$ cat src/sv/smc_pkg.sv
package smc_pkg;

  typedef enum logic [1:0] {
    KIND_HOME = 2'd0,
    KIND_MOVE = 2'd1,
    KIND_TICK = 2'd2,
    KIND_END  = 2'd3
  } kind_t;

  typedef enum logic [1:0] {
    MODE_IDLE   = 2'd0,
    MODE_HOMING = 2'd1,
    MODE_MOVING = 2'd2
  } mode_t;

  typedef enum logic [1:0] {
    EV_NONE      = 2'd0,
    EV_STEP      = 2'd1,
    EV_MOVE_DONE = 2'd2,
    EV_HOME_DONE = 2'd3
  } event_t;

  localparam logic [1:0] CFG_TICK_SCALE      = 2'd0;
  localparam logic [1:0] CFG_REPORT_INTERVAL = 2'd1;
  localparam logic [1:0] CFG_REPORT_STEP     = 2'd2;

  localparam logic [15:0] TICK_SCALE_RST      = 16'd3431;
  localparam logic [7:0]  REPORT_INTERVAL_RST = 8'd40;
  localparam logic [6:0]  REPORT_STEP_RST     = 7'd3;

  localparam int QDEPTH = 4;
  localparam int QPTR_W = 2;
  localparam int QCNT_W = 3;

  typedef struct packed {
    event_t      ev;
    logic [7:0]  step;
    logic        pulse_en;
    logic        dir;
    logic        last;
  } result_t;

  // results of one input word, headed for the output queue
  typedef struct packed {
    logic [1:0] push_cnt;
    result_t    r0;
    result_t    r1;
  } push_t;

endpackage

$ cat src/sv/smc_out_queue.sv
module smc_out_queue
  import smc_pkg::*;
(
  input  logic       clk,
  input  logic       rst,
  input  push_t      push,
  output logic       has_room,
  output logic       m_tvalid,
  input  logic       m_tready,
  output result_t    head
);

  result_t              entries [QDEPTH];
  logic [QPTR_W-1:0]    rd_ptr;
  logic [QPTR_W-1:0]    wr_ptr;
  logic [QCNT_W-1:0]    count;
  logic                 pop;
  logic [QPTR_W-1:0]    wr_ptr1;

  assign m_tvalid = (count != '0);
  assign pop      = m_tvalid && m_tready;
  assign head     = entries[rd_ptr];
  // room for the worst case of two results
  assign has_room = (count <= QCNT_W'(QDEPTH - 2));
  assign wr_ptr1  = wr_ptr + QPTR_W'(1);

  always_ff @(posedge clk) begin
    if (push.push_cnt != 2'd0) begin
      entries[wr_ptr] <= push.r0;
    end
    if (push.push_cnt == 2'd2) begin
      entries[wr_ptr1] <= push.r1;
    end
  end

  always_ff @(posedge clk) begin
    if (rst) begin
      rd_ptr <= '0;
      wr_ptr <= '0;
      count  <= '0;
    end else begin
      wr_ptr <= wr_ptr + QPTR_W'(push.push_cnt);
      if (pop) begin
        rd_ptr <= rd_ptr + QPTR_W'(1);
      end
      count <= count + QCNT_W'(push.push_cnt) - QCNT_W'(pop);
    end
  end

endmodule

$ cat src/sv/stepper_move_controller.sv
// Channel   Dir  tdata (low bit up)                     tuser      tlast
// s_*       in   distance, retract                      kind       -
// m_*       out  position_step, pulse_enable, dir_out   event_res  last
// cfg_*     in   write enable, register index, data     -          -
//
// Each input word is decoded against the axis state in the cycle it is
// taken and gives one or two results, which go into a 4-entry output queue.
// A word is taken every cycle while the queue has room for two results, so
// single-result words stream at one per cycle; a word with two results
// gives two output words. Stalls on m_tready back up into s_tready through
// the queue. Reset (rst, synchronous) idles the axis and loads the register
// defaults.
module stepper_move_controller
  import smc_pkg::*;
#(
  parameter int DISTANCE_BITS = 16,
  parameter int TICK_BITS     = 24
) (
  input  logic                                 clk,
  input  logic                                 rst,
  input  logic                                 s_tvalid,
  output logic                                 s_tready,
  input  logic [((DISTANCE_BITS+8)/8)*8-1:0]   s_tdata,  // distance, retract
  input  logic [1:0]                           s_tuser,  // kind
  output logic                                 m_tvalid,
  input  logic                                 m_tready,
  output logic [15:0]                          m_tdata,  // position_step, pulse_enable,
                                                         // direction_out
  output logic [1:0]                           m_tuser,  // event_res
  output logic                                 m_tlast,
  input  logic                                 cfg_we,
  input  logic [1:0]                           cfg_index,
  input  logic [15:0]                          cfg_data
);

  localparam int PROD_W = DISTANCE_BITS + 16;
  localparam int SHR_W  = DISTANCE_BITS + 8;
  localparam int CMP_W  = (SHR_W > TICK_BITS) ? SHR_W : TICK_BITS;

  logic [15:0]          tick_scale;
  logic [7:0]           report_interval;
  logic [6:0]           report_step;

  mode_t                mode, mode_next;
  logic [TICK_BITS-1:0] ticks_left, ticks_next;
  logic signed [8:0]    pos_count, pos_count_next;
  logic                 moving_back, moving_back_next;

  kind_t                kind;
  logic [DISTANCE_BITS-1:0] distance;
  logic                 retract;
  logic                 s_accept;

  logic [PROD_W-1:0]    prod;
  logic [CMP_W-1:0]     t_ext;
  logic [CMP_W-1:0]     t_max;
  logic [TICK_BITS-1:0] move_ticks;

  logic [TICK_BITS-1:0] tick_dec;
  logic signed [8:0]    count_step;
  logic [8:0]           count_mag;
  logic                 report;
  logic [7:0]           step_val;
  logic                 done;

  event_t               ev0, ev1;
  logic [7:0]           step0;
  logic                 two;
  push_t                push;
  logic                 has_room;
  result_t              head;

  assign kind     = kind_t'(s_tuser);
  assign distance = s_tdata[DISTANCE_BITS-1:0];
  assign retract  = s_tdata[DISTANCE_BITS];
  assign s_tready = has_room;
  assign s_accept = s_tvalid && has_room;

  // distance * Q8.8 scale, saturated to the tick counter
  assign prod       = PROD_W'(distance) * PROD_W'(tick_scale);
  assign t_ext      = CMP_W'(prod[PROD_W-1:8]);
  assign t_max      = CMP_W'({TICK_BITS{1'b1}});
  assign move_ticks = (t_ext > t_max) ? t_max[TICK_BITS-1:0] : t_ext[TICK_BITS-1:0];

  assign tick_dec   = (mode == MODE_MOVING && ticks_left != '0)
                      ? ticks_left - TICK_BITS'(1) : ticks_left;
  assign count_step = moving_back ? pos_count - 9'sd1 : pos_count + 9'sd1;
  assign count_mag  = count_step[8] ? 9'(-count_step) : 9'(count_step);
  assign report     = (count_step != 9'sd0) && (count_mag >= {1'b0, report_interval});
  assign step_val   = count_step[8] ? 8'(-{1'b0, report_step}) : {1'b0, report_step};
  assign done       = (mode == MODE_MOVING) && (tick_dec == '0);

  always_comb begin
    mode_next        = mode;
    ticks_next       = ticks_left;
    pos_count_next   = pos_count;
    moving_back_next = moving_back;
    ev0              = EV_NONE;
    ev1              = EV_NONE;
    step0            = '0;
    two              = 1'b0;
    case (kind)
      KIND_HOME: begin
        if (mode == MODE_IDLE) begin
          mode_next        = MODE_HOMING;
          moving_back_next = 1'b1;
        end
      end
      KIND_MOVE: begin
        if (mode == MODE_IDLE) begin
          moving_back_next = retract;
          ticks_next       = move_ticks;
          if (move_ticks == '0) begin
            ev0 = EV_MOVE_DONE;
          end else begin
            mode_next = MODE_MOVING;
          end
        end
      end
      KIND_TICK: begin
        if (mode != MODE_IDLE) begin
          ticks_next     = tick_dec;
          pos_count_next = count_step;
          if (report) begin
            ev0            = EV_STEP;
            step0          = step_val;
            pos_count_next = '0;
          end
          if (done) begin
            mode_next = MODE_IDLE;
            if (report) begin
              ev1 = EV_MOVE_DONE;
              two = 1'b1;
            end else begin
              ev0 = EV_MOVE_DONE;
            end
          end
        end
      end
      KIND_END: begin
        if (mode == MODE_MOVING) begin
          mode_next  = MODE_IDLE;
          ticks_next = '0;
          ev0        = EV_MOVE_DONE;
        end else if (mode == MODE_HOMING) begin
          mode_next      = MODE_IDLE;
          pos_count_next = '0;
          ev0            = EV_HOME_DONE;
        end
      end
      default: begin
      end
    endcase
  end

  // pin levels in every result are those left by the word
  always_comb begin
    push.push_cnt    = s_accept ? (two ? 2'd2 : 2'd1) : 2'd0;
    push.r0.ev       = ev0;
    push.r0.step     = step0;
    push.r0.pulse_en = (mode_next != MODE_IDLE);
    push.r0.dir      = moving_back_next;
    push.r0.last     = !two;
    push.r1.ev       = ev1;
    push.r1.step     = '0;
    push.r1.pulse_en = (mode_next != MODE_IDLE);
    push.r1.dir      = moving_back_next;
    push.r1.last     = 1'b1;
  end

  always_ff @(posedge clk) begin
    if (rst) begin
      tick_scale      <= TICK_SCALE_RST;
      report_interval <= REPORT_INTERVAL_RST;
      report_step     <= REPORT_STEP_RST;
    end else if (cfg_we) begin
      case (cfg_index)
        CFG_TICK_SCALE:      tick_scale      <= cfg_data;
        CFG_REPORT_INTERVAL: report_interval <= cfg_data[7:0];
        CFG_REPORT_STEP:     report_step     <= cfg_data[6:0];
        default: begin
        end
      endcase
    end
  end

  always_ff @(posedge clk) begin
    if (rst) begin
      mode        <= MODE_IDLE;
      ticks_left  <= '0;
      pos_count   <= '0;
      moving_back <= 1'b0;
    end else if (s_accept) begin
      mode        <= mode_next;
      ticks_left  <= ticks_next;
      pos_count   <= pos_count_next;
      moving_back <= moving_back_next;
    end
  end

  smc_out_queue u_queue (
    .clk      (clk),
    .rst      (rst),
    .push     (push),
    .has_room (has_room),
    .m_tvalid (m_tvalid),
    .m_tready (m_tready),
    .head     (head)
  );

  assign m_tdata = {6'b0, head.dir, head.pulse_en, head.step};
  assign m_tuser = head.ev;
  assign m_tlast = head.last;

endmodule

$ cat config.mk
export PLATFORM = sky130hd
export DESIGN_NAME = stepper_move_controller
export DESIGN_NICKNAME = d
export VERILOG_FILES = /design/src/sv/smc_pkg.sv /design/src/sv/smc_out_queue.sv /design/src/sv/stepper_move_controller.sv
export SDC_FILE = /design/constraint.sdc
export NUM_CORES = 1
export LEC_CHECK = 0
export ABC_CLOCK_PERIOD_IN_PS = 21300
export BUFFER_PORTS_ARGS = -buffer_cell sky130_fd_sc_hd__buf_4
export CAP_MARGIN = 20
export CORE_ASPECT_RATIO = 1.1
export CORE_MARGIN = 10
export CORE_UTILIZATION = 55
export CTS_CLUSTER_SIZE = 25
export DETAILED_ROUTE_END_ITERATION = 7
export PLACE_DENSITY_LB_ADDON = 0.12
export SLEW_MARGIN = 20
export SYNTH_ARGS = -nofsm -noshare
export SYNTH_HDL_FRONTEND = slang
export SYNTH_SLANG_ARGS = --single-unit
$ cat constraint.sdc
create_clock -name clk -period 21.3 [get_ports clk]
set_input_delay 1.065 -clock clk [delete_from_list [all_inputs] [get_ports clk]]
set_output_delay 1.065 -clock clk [all_outputs]
set_load 0.005 [all_outputs]
==> reports/metrics.cfg, run 1 <==
[floorplan]
die_y_um=198.3
io_pins=70
initial_core_util=0.5551
dieWidth_um=182.1
core_um2=28630
num_rows=65
die-area_um2=36100

[routing]
vias=13070
routed_wl_um=40990
drt_iter0_markers=945
drcViolationCount=0
wl_per_cell_um=18.14
ant_nets=0
vias_per_cell=5.784
drt_pass1_iterations=5

[power]
finalPower_mw=2.783
p_per_area_nw_per_um2=163.8
p_leak_nw=7.871
vdd_drop_max_mv=0.1334

[grt]
antenna_found_initial=1
grt_pass1_vias=13470
grt_overflow=0
track_usage=0.2333
grt_max_degree=76
grt_pass1_wl_um=69460

[place]
portBuffers=56
place_ws_ns=12.56
routabilityCongestion=0.9174
dp_cells=2227
dp_hpwl_um=31110

[critical_path]
critical_path_required_ns=21.47
cp_max_fo=16
startpoint_type=primary input
slowest_stage=nor4_1
worst-path-buf-inv=5
slowest_delay_ns=0.62
crit_top_cell=fa_1
critPathKind=in2reg
cp_cell_sequence=buf_4 -> and2_1 -> fa_1 -> inv_1 -> fa_1 -> fa_1 -> inv_1 -> fa_1 -> fa_1 -> inv_1 -> fa_1 -> inv_1 -> ha_1 -> a21oi_1 -> a21oi_1 -> nor4_1 -> a21oi_1 -> a41oi_1 -> xnor2_1 -> nor4_1 -> nand4b_1 -> a211oi_2 -> nor2_1
critical_path_arrival_ns=8.49
crit_family=adder cells
cp-end-kind=flop

[outcome]
status=completed

[timing]
finalWorstSetupSlack_ns=12.97
rsz0062_at_grt=no
hold_viol=0
fmax_mhz=120.1
worst_pin_slew_ns=1.064
fin_tns_setup_ns=0
slew_headroom=0.2881
fin_crit_ns=8.329
finalSetupViolations=0
finalCritPeriodShare=0.3910
slew_viol_final=0
finClkSkew_ns=0.01703

[clocking]
cts.sinks=128
clockBufferDepth=2
numCtsBuffers=17
clkTransAtPathRegs_ns=0.08
hold_buffers=0
clk_latency_ns=0.43
cts.htree.levels=4
cts_tree=done
root_buffer=clkbuf_16
post_cts_buffers=0
cts_resized=0

[synth]
synth_most_common_cell=nand2_1
yosysSeqAreaShare=0.1688
synthCells=1892
ys_types=83
synth_area_um2=15890
synthTopCellsByCount=nand2_1, inv_1, fa_1
synth_area_leaders=fa_1, dfxtp_1, ha_1
synth_ff_type=dfxtp_1
yosys_warnings=0
synth-edff-count=12
synth_top_area_frac=0.2456
avgSynthCellArea_um2=8.399
yosysTopAreaCell=fa_1
ys_ff_latch=128
async_flop_share=0

[finish]
n_antenna_cell=0
syn_to_final_growth_pct=6.905
layout-drive-gt1-share=0.06769
fin_nets=2251
fillerInstances=2616
stdcell_count=2259

[min_path]
worstHoldPathType=reg2reg

[run]
cap_viol_max_count=0

==> metrics by stage <==
stage	util	hold WS (ns)	area, um^2
floorplan	-	0.4305	15910
global route	0.5934	0.4738	16990
global placement	0.5726	0.4392	16390
CTS	0.5932	0.4557	16980
detailed placement	0.5726	0.4467	16390
finish	0.5934	0.4551	16990
==> layout make-up <==
| cell class | instances | area (um^2) | area share |
|---|---|---|---|
| multi-input cells | 1406 | 11820 | 0.6955 |
| flip-flops and latches | 128 | 2683 | 0.1579 |
| inverters | 267 | 1002 | 0.05899 |
| well taps | 368 | 460.4 | 0.02710 |
| repair buffers | 58 | 435.4 | 0.02563 |
| clock buffers | 17 | 425.4 | 0.02504 |
| clock inverters | 15 | 166.4 | 0.009795 |
==> path summary, 6_finish.rpt <==
kind	from	cells after the start	slack [ns]	endpoint
min reg2reg	u_queue.entries[1][3]$_SDFFE_PP0P_	2	0.46	u_queue.entries[1][3]$_SDFFE_PP0P_
max reg2reg	tick_scale[3]$_SDFFE_PP0P_	21	13.04	u_queue.entries[1][2]$_DFFE_PP_
min	u_queue.entries[1][3]$_SDFFE_PP0P_	2	0.46	u_queue.entries[1][3]$_SDFFE_PP0P_
max	s_tdata[6]	23	12.97	u_queue.entries[1][2]$_DFFE_PP_
==> tightest hold or removal path: cells and delay by family, from the launching register on <==
kind	cells	cell delay, ns
and+or+nand+nor	1	0.05
DFF	1	0.31
AOI/OAI and AO/OA	1	0.05
==> registers in the layout (all words and copies together) (netlist names), named ones only <==
name,cells
tick_scale,16
ticks_left,24
u_queue.wr_ptr,2
u_queue.count,3
pos_count,9
report_interval,8
moving_back,1
mode,2
u_queue.rd_ptr,2
report_step,7
u_queue.entries,52
==> placed cells by master (no fill, tap or decap), types with 11 or more instances in the layout <==
master     Yosys  layout
or3_1         12      12
xor2_1        18      18
and3_1        11      11
xnor2_1       38      38
mux4_2        13      13
nor2_1       134     134
a211oi_1      13      13
and2_1       120     120
clkbuf_16      0      17
nor3_1        28      27
nand3_1       17      17
a21o_1        14      14
dfxtp_1      116     116
buf_4          9      58
nand3b_1      13      13
inv_1        267     267
ha_1         129     129
a21oi_1       91      90
edfxtp_1      12      12
mux2i_1       18      18
a22oi_1       18      18
fa_1         195     195
nand2_1      289     289
nand2b_1      12      12
o21ai_0       56      56
==> per-layer routing <==
| metal | global-route usage | share of wire | vias to the layer above |
|---|---|---|---|
| met5 | 0 | 0.00020 | - |
| met3 | 0.04217 | 0.057 | 65 |
| met1 | 0.3002 | 0.43 | 6457 |
| li1 | - | - | 6128 |
| met4 | 0.06904 | 0.019 | 2 |
| met2 | 0.3924 | 0.49 | 414 |
==> power breakdown <==
| group | switching (mW) | leakage (nW) | internal, mW | total, mW |
|---|---|---|---|---|
| Sequential | 0.0447 | 1.05 | 0.273 | 0.318 |
| Combinational | 1.34 | 6.54 | 0.827 | 2.16 |
| Clock | 0.144 | 0.284 | 0.158 | 0.302 |
==> logic make-up (layout without fill, tap and decap cells) <==
logic type / after synthesis / in the layout / share of synthesized area
other: 1 / 6 / 0.0002360
AO/OA/AOI/OAI: 278 / 278 / 0.1120
adder cells (fa/ha/maj): 324 / 324 / 0.3472
buffers and inverters: 363 / 357 / 0.09007
AND/OR/NAND/NOR: 707 / 707 / 0.2175
flip-flops: 128 / 128 / 0.1688
XOR/XNOR: 56 / 56 / 0.03086
multiplexers: 35 / 35 / 0.03330
Power figures use the tool's default switching activity.
==> inputs of run 2 (changes only) <==
--- a/config.mk
+++ b/config.mk
@@ -5,7 +5,7 @@
 export SDC_FILE = /design/constraint.sdc
 export NUM_CORES = 1
 export LEC_CHECK = 0
-export ABC_CLOCK_PERIOD_IN_PS = 21300
+export ABC_CLOCK_PERIOD_IN_PS = 7400
 export BUFFER_PORTS_ARGS = -buffer_cell sky130_fd_sc_hd__buf_4
 export CAP_MARGIN = 20
 export CORE_ASPECT_RATIO = 1.1
==> constraint.sdc (replaced) <==
create_clock -name clk -period 7.4 [get_ports clk]
set_input_delay 0.37 -clock clk [delete_from_list [all_inputs] [get_ports clk]]
set_output_delay 0.37 -clock clk [all_outputs]
set_load 0.005 [all_outputs]
==> reports/metrics.cfg, run 2 (synthesis gave the netlist of run 1 again) <==
[place]
dp_cells=2267  ; was 2227
dp_hpwl_um=31270  ; was 31110 um
routabilityCongestion=0.8913  ; was 0.9174
portBuffers=56  ; unchanged

[finish]
top_regs=u_queue.entries (52), ticks_left (24), tick_scale (16)  ; unchanged
largest_register=u_queue.entries  ; unchanged
largest_reg_flops=52  ; unchanged
final_cell_mix=nand2_1, inv_1, fa_1  ; unchanged
fin_nets=2295  ; was 2251
layout-drive-gt1-share=0.1163  ; was 0.06769
final_common_cell=nand2_1  ; unchanged
syn_to_final_growth_pct=10.56  ; was 6.905%
stdcell_count=2304  ; was 2259

[timing]
slew_headroom=0.3139  ; was 0.2881
finalCritPeriodShare=0.9558
finClkSkew_ns=0.02003  ; was 0.01703 ns
hold_viol=0  ; unchanged
slew_viol_final=0  ; unchanged
finalSetupViolations=0  ; unchanged
worst_pin_slew_ns=1.025  ; was 1.064 ns
fmax_mhz=141.4
fin_crit_ns=7.073
holdWs_ns=0.1568  ; was 0.4551 ns

[grt]
grt_max_degree=76  ; unchanged
grt_overflow=0  ; unchanged
use_met1=0.2930  ; was 0.3002
grt-busiest-layer=met2  ; unchanged
track_usage=0.2267  ; was 0.2333
grt_pass1_vias=13420  ; was 13470
antenna_found_initial=0  ; was 1
grt_util_met2=0.3905  ; was 0.3924
use_met3=0.03322  ; was 0.04217
grt_pass1_wl_um=67820  ; was 69460 um

[critical_path]
cp_max_fo=8  ; was 16
r2r_start=tick_scale[6]$_SDFFE_PP1P_  ; was tick_scale[3]$_SDFFE_PP0P_
critical_path_arrival_ns=7.26  ; was 8.49 ns
critPathKind=reg2reg  ; was in2reg
worst-r2r-cell-count=24  ; was 21
r2r_end=u_queue.entries[1][2]$_DFFE_PP_  ; unchanged
cp-end-kind=flop  ; unchanged
startpoint_type=flop  ; was primary input
r2r_slack_ns=0.33  ; was 13.04 ns
critical_path_required_ns=7.59  ; was 21.47 ns

[clocking]
clk_latency_ns=0.44  ; was 0.43 ns
cts_tree=done  ; unchanged
clkTransAtPathRegs_ns=0.07  ; was 0.08 ns
cts.sinks=128  ; unchanged
numCtsBuffers=17  ; unchanged
cts.htree.levels=4  ; unchanged
clockBufferDepth=2  ; unchanged
root_buffer=clkbuf_16  ; unchanged

[min_path]
holdPathStages=3  ; was 2
hp-start=cfg_data[11]  ; was u_queue.entries[1][3]$_SDFFE_PP0P_
worstHoldPathType=in2reg  ; was reg2reg
min_to=tick_scale[11]$_SDFFE_PP1P_  ; was u_queue.entries[1][3]$_SDFFE_PP0P_

[routing]
ant_nets=0  ; unchanged
drcViolationCount=0  ; unchanged
drt_iter0_markers=804  ; was 945
wl_per_cell_um=17.67  ; was 18.14 um
routed_wl_um=40700  ; was 40990 um
vias_per_cell=5.757  ; was 5.784
drt_pass1_iterations=6  ; was 5
vias=13260  ; was 13070

[power]
p_per_area_nw_per_um2=505.5  ; was 163.8 nW/um^2
vdd_drop_max_mv=0.4611  ; was 0.1334 mV
p_leak_nw=8.084  ; was 7.871 nW
finalPower_mw=8.881  ; was 2.783 mW

[floorplan]
num_rows=65  ; unchanged
dieWidth_um=182.1  ; unchanged
die-area_um2=36100  ; unchanged
initial_core_util=0.5551  ; unchanged
io_pins=70  ; unchanged
core_um2=28630  ; unchanged
die_y_um=198.3  ; unchanged

[run]
cap_viol_max_count=0  ; unchanged

[outcome]
status=completed  ; unchanged

run 2: cell count changes in the layout (fill, tap and decap cells not counted), moves of 4 or more:
| cell | before | now |
|---|---|---|
| o21ai_0 | 56 | 50 |
| ha_1 | 129 | 116 |
| dfxtp_1 | 116 | 102 |
| o21ai_1 | 3 | 8 |
| a21oi_1 | 90 | 81 |
| dfxtp_4 | 0 | 7 |
| dfxtp_2 | 0 | 7 |
| ha_4 | 0 | 5 |
| buf_4 | 58 | 98 |
| ha_2 | 0 | 8 |
| buf_6 | 0 | 4 |
| a21oi_2 | 1 | 10 |
run 2: worst max-delay path: stages, from the launching register on:
cell and delay [ns]:
dfxtp_4 0.39, and2_1 0.16, fa_1 0.53, inv_1 0.05, fa_1 0.56, fa_1 0.45
fa_1 0.51, inv_1 0.06, fa_1 0.56, inv_1 0.07, fa_1 0.54, inv_1 0.04
ha_2 0.34, nand2_2 0.14, o21ai_0 0.15, a22oi_2 0.30, a221oi_2 0.12, buf_4 0.15
or3_1 0.35, a222oi_1 0.38, and4b_2 0.34, nand4b_1 0.18, a211oi_2 0.25, buf_4 0.17
nor2_1 0.05
run 2: repair_timing:
action,in CTS,in global routing
hold buffers,0,0
resized for setup,5,69
setup buffers,0,3
endpoints found under the setup margin,4,10
gates cloned,0,0
pin swaps,0,16
run 2: per-layer routing:
| metal | up-vias | wire, um |
|---|---|---|
| met5 | - | 0 |
| met4 | 0 | 682 |
| met3 | 50 | 2121 |
| met2 | 363 | 20200 |
| met1 | 6636 | 17700 |
| li1 | 6215 | - |
run 2: layout make-up:
type                    count  area [um^2]
clock buffers              17        425.4
well taps                 368        460.4
diodes                      1        2.502
inverters                 267         1002
flip-flops and latches    128         2718
clock inverters            15        167.7
repair buffers            102        780.7
fillers                  2566        11060
multi-input cells        1406        12010
run 2: worst max-delay path by stage:
stage	start	end	slack, ns
detailed placement	tick_scale[9]$_SDFFE_PP0P_	u_queue.entries[1][2]$_DFFE_PP_	0.0008
global placement	tick_scale[9]$_SDFFE_PP0P_	u_queue.entries[3][2]$_DFFE_PP_	0.07
CTS	tick_scale[6]$_SDFFE_PP1P_	u_queue.entries[1][2]$_DFFE_PP_	0.04
global route	tick_scale[6]$_SDFFE_PP1P_	u_queue.entries[3][2]$_DFFE_PP_	-0.03
floorplan	tick_scale[9]$_SDFFE_PP0P_	u_queue.entries[1][2]$_DFFE_PP_	0.32
finish	tick_scale[6]$_SDFFE_PP1P_	u_queue.entries[1][2]$_DFFE_PP_	0.33
run 2: report_power, final:
group | total [mW] | switching (mW) | internal (mW)
combinational | 7.12 | 4.18 | 2.94
sequential | 0.904 | 0.118 | 0.785
clock | 0.860 | 0.407 | 0.452
total | 8.88 | 4.71 | 4.17
run 2: through the flow:
stage / cell area, um^2 / worst slack, ns / setup TNS, ns / utilization
4_1_cts: 17300 / 0.03698 / 0 / 0.6042
3_3_place_gp: 16690 / 0.06593 / 0 / 0.5830
6_report: 17570 / 0.3272 / 0 / 0.6137
5_1_grt: 17570 / -0.03039 / -0.09109 / 0.6136
2_1_floorplan: 15910 / 0.3220 / 0 / -
3_5_place_dp: 16690 / 0.0008193 / 0 / 0.5830
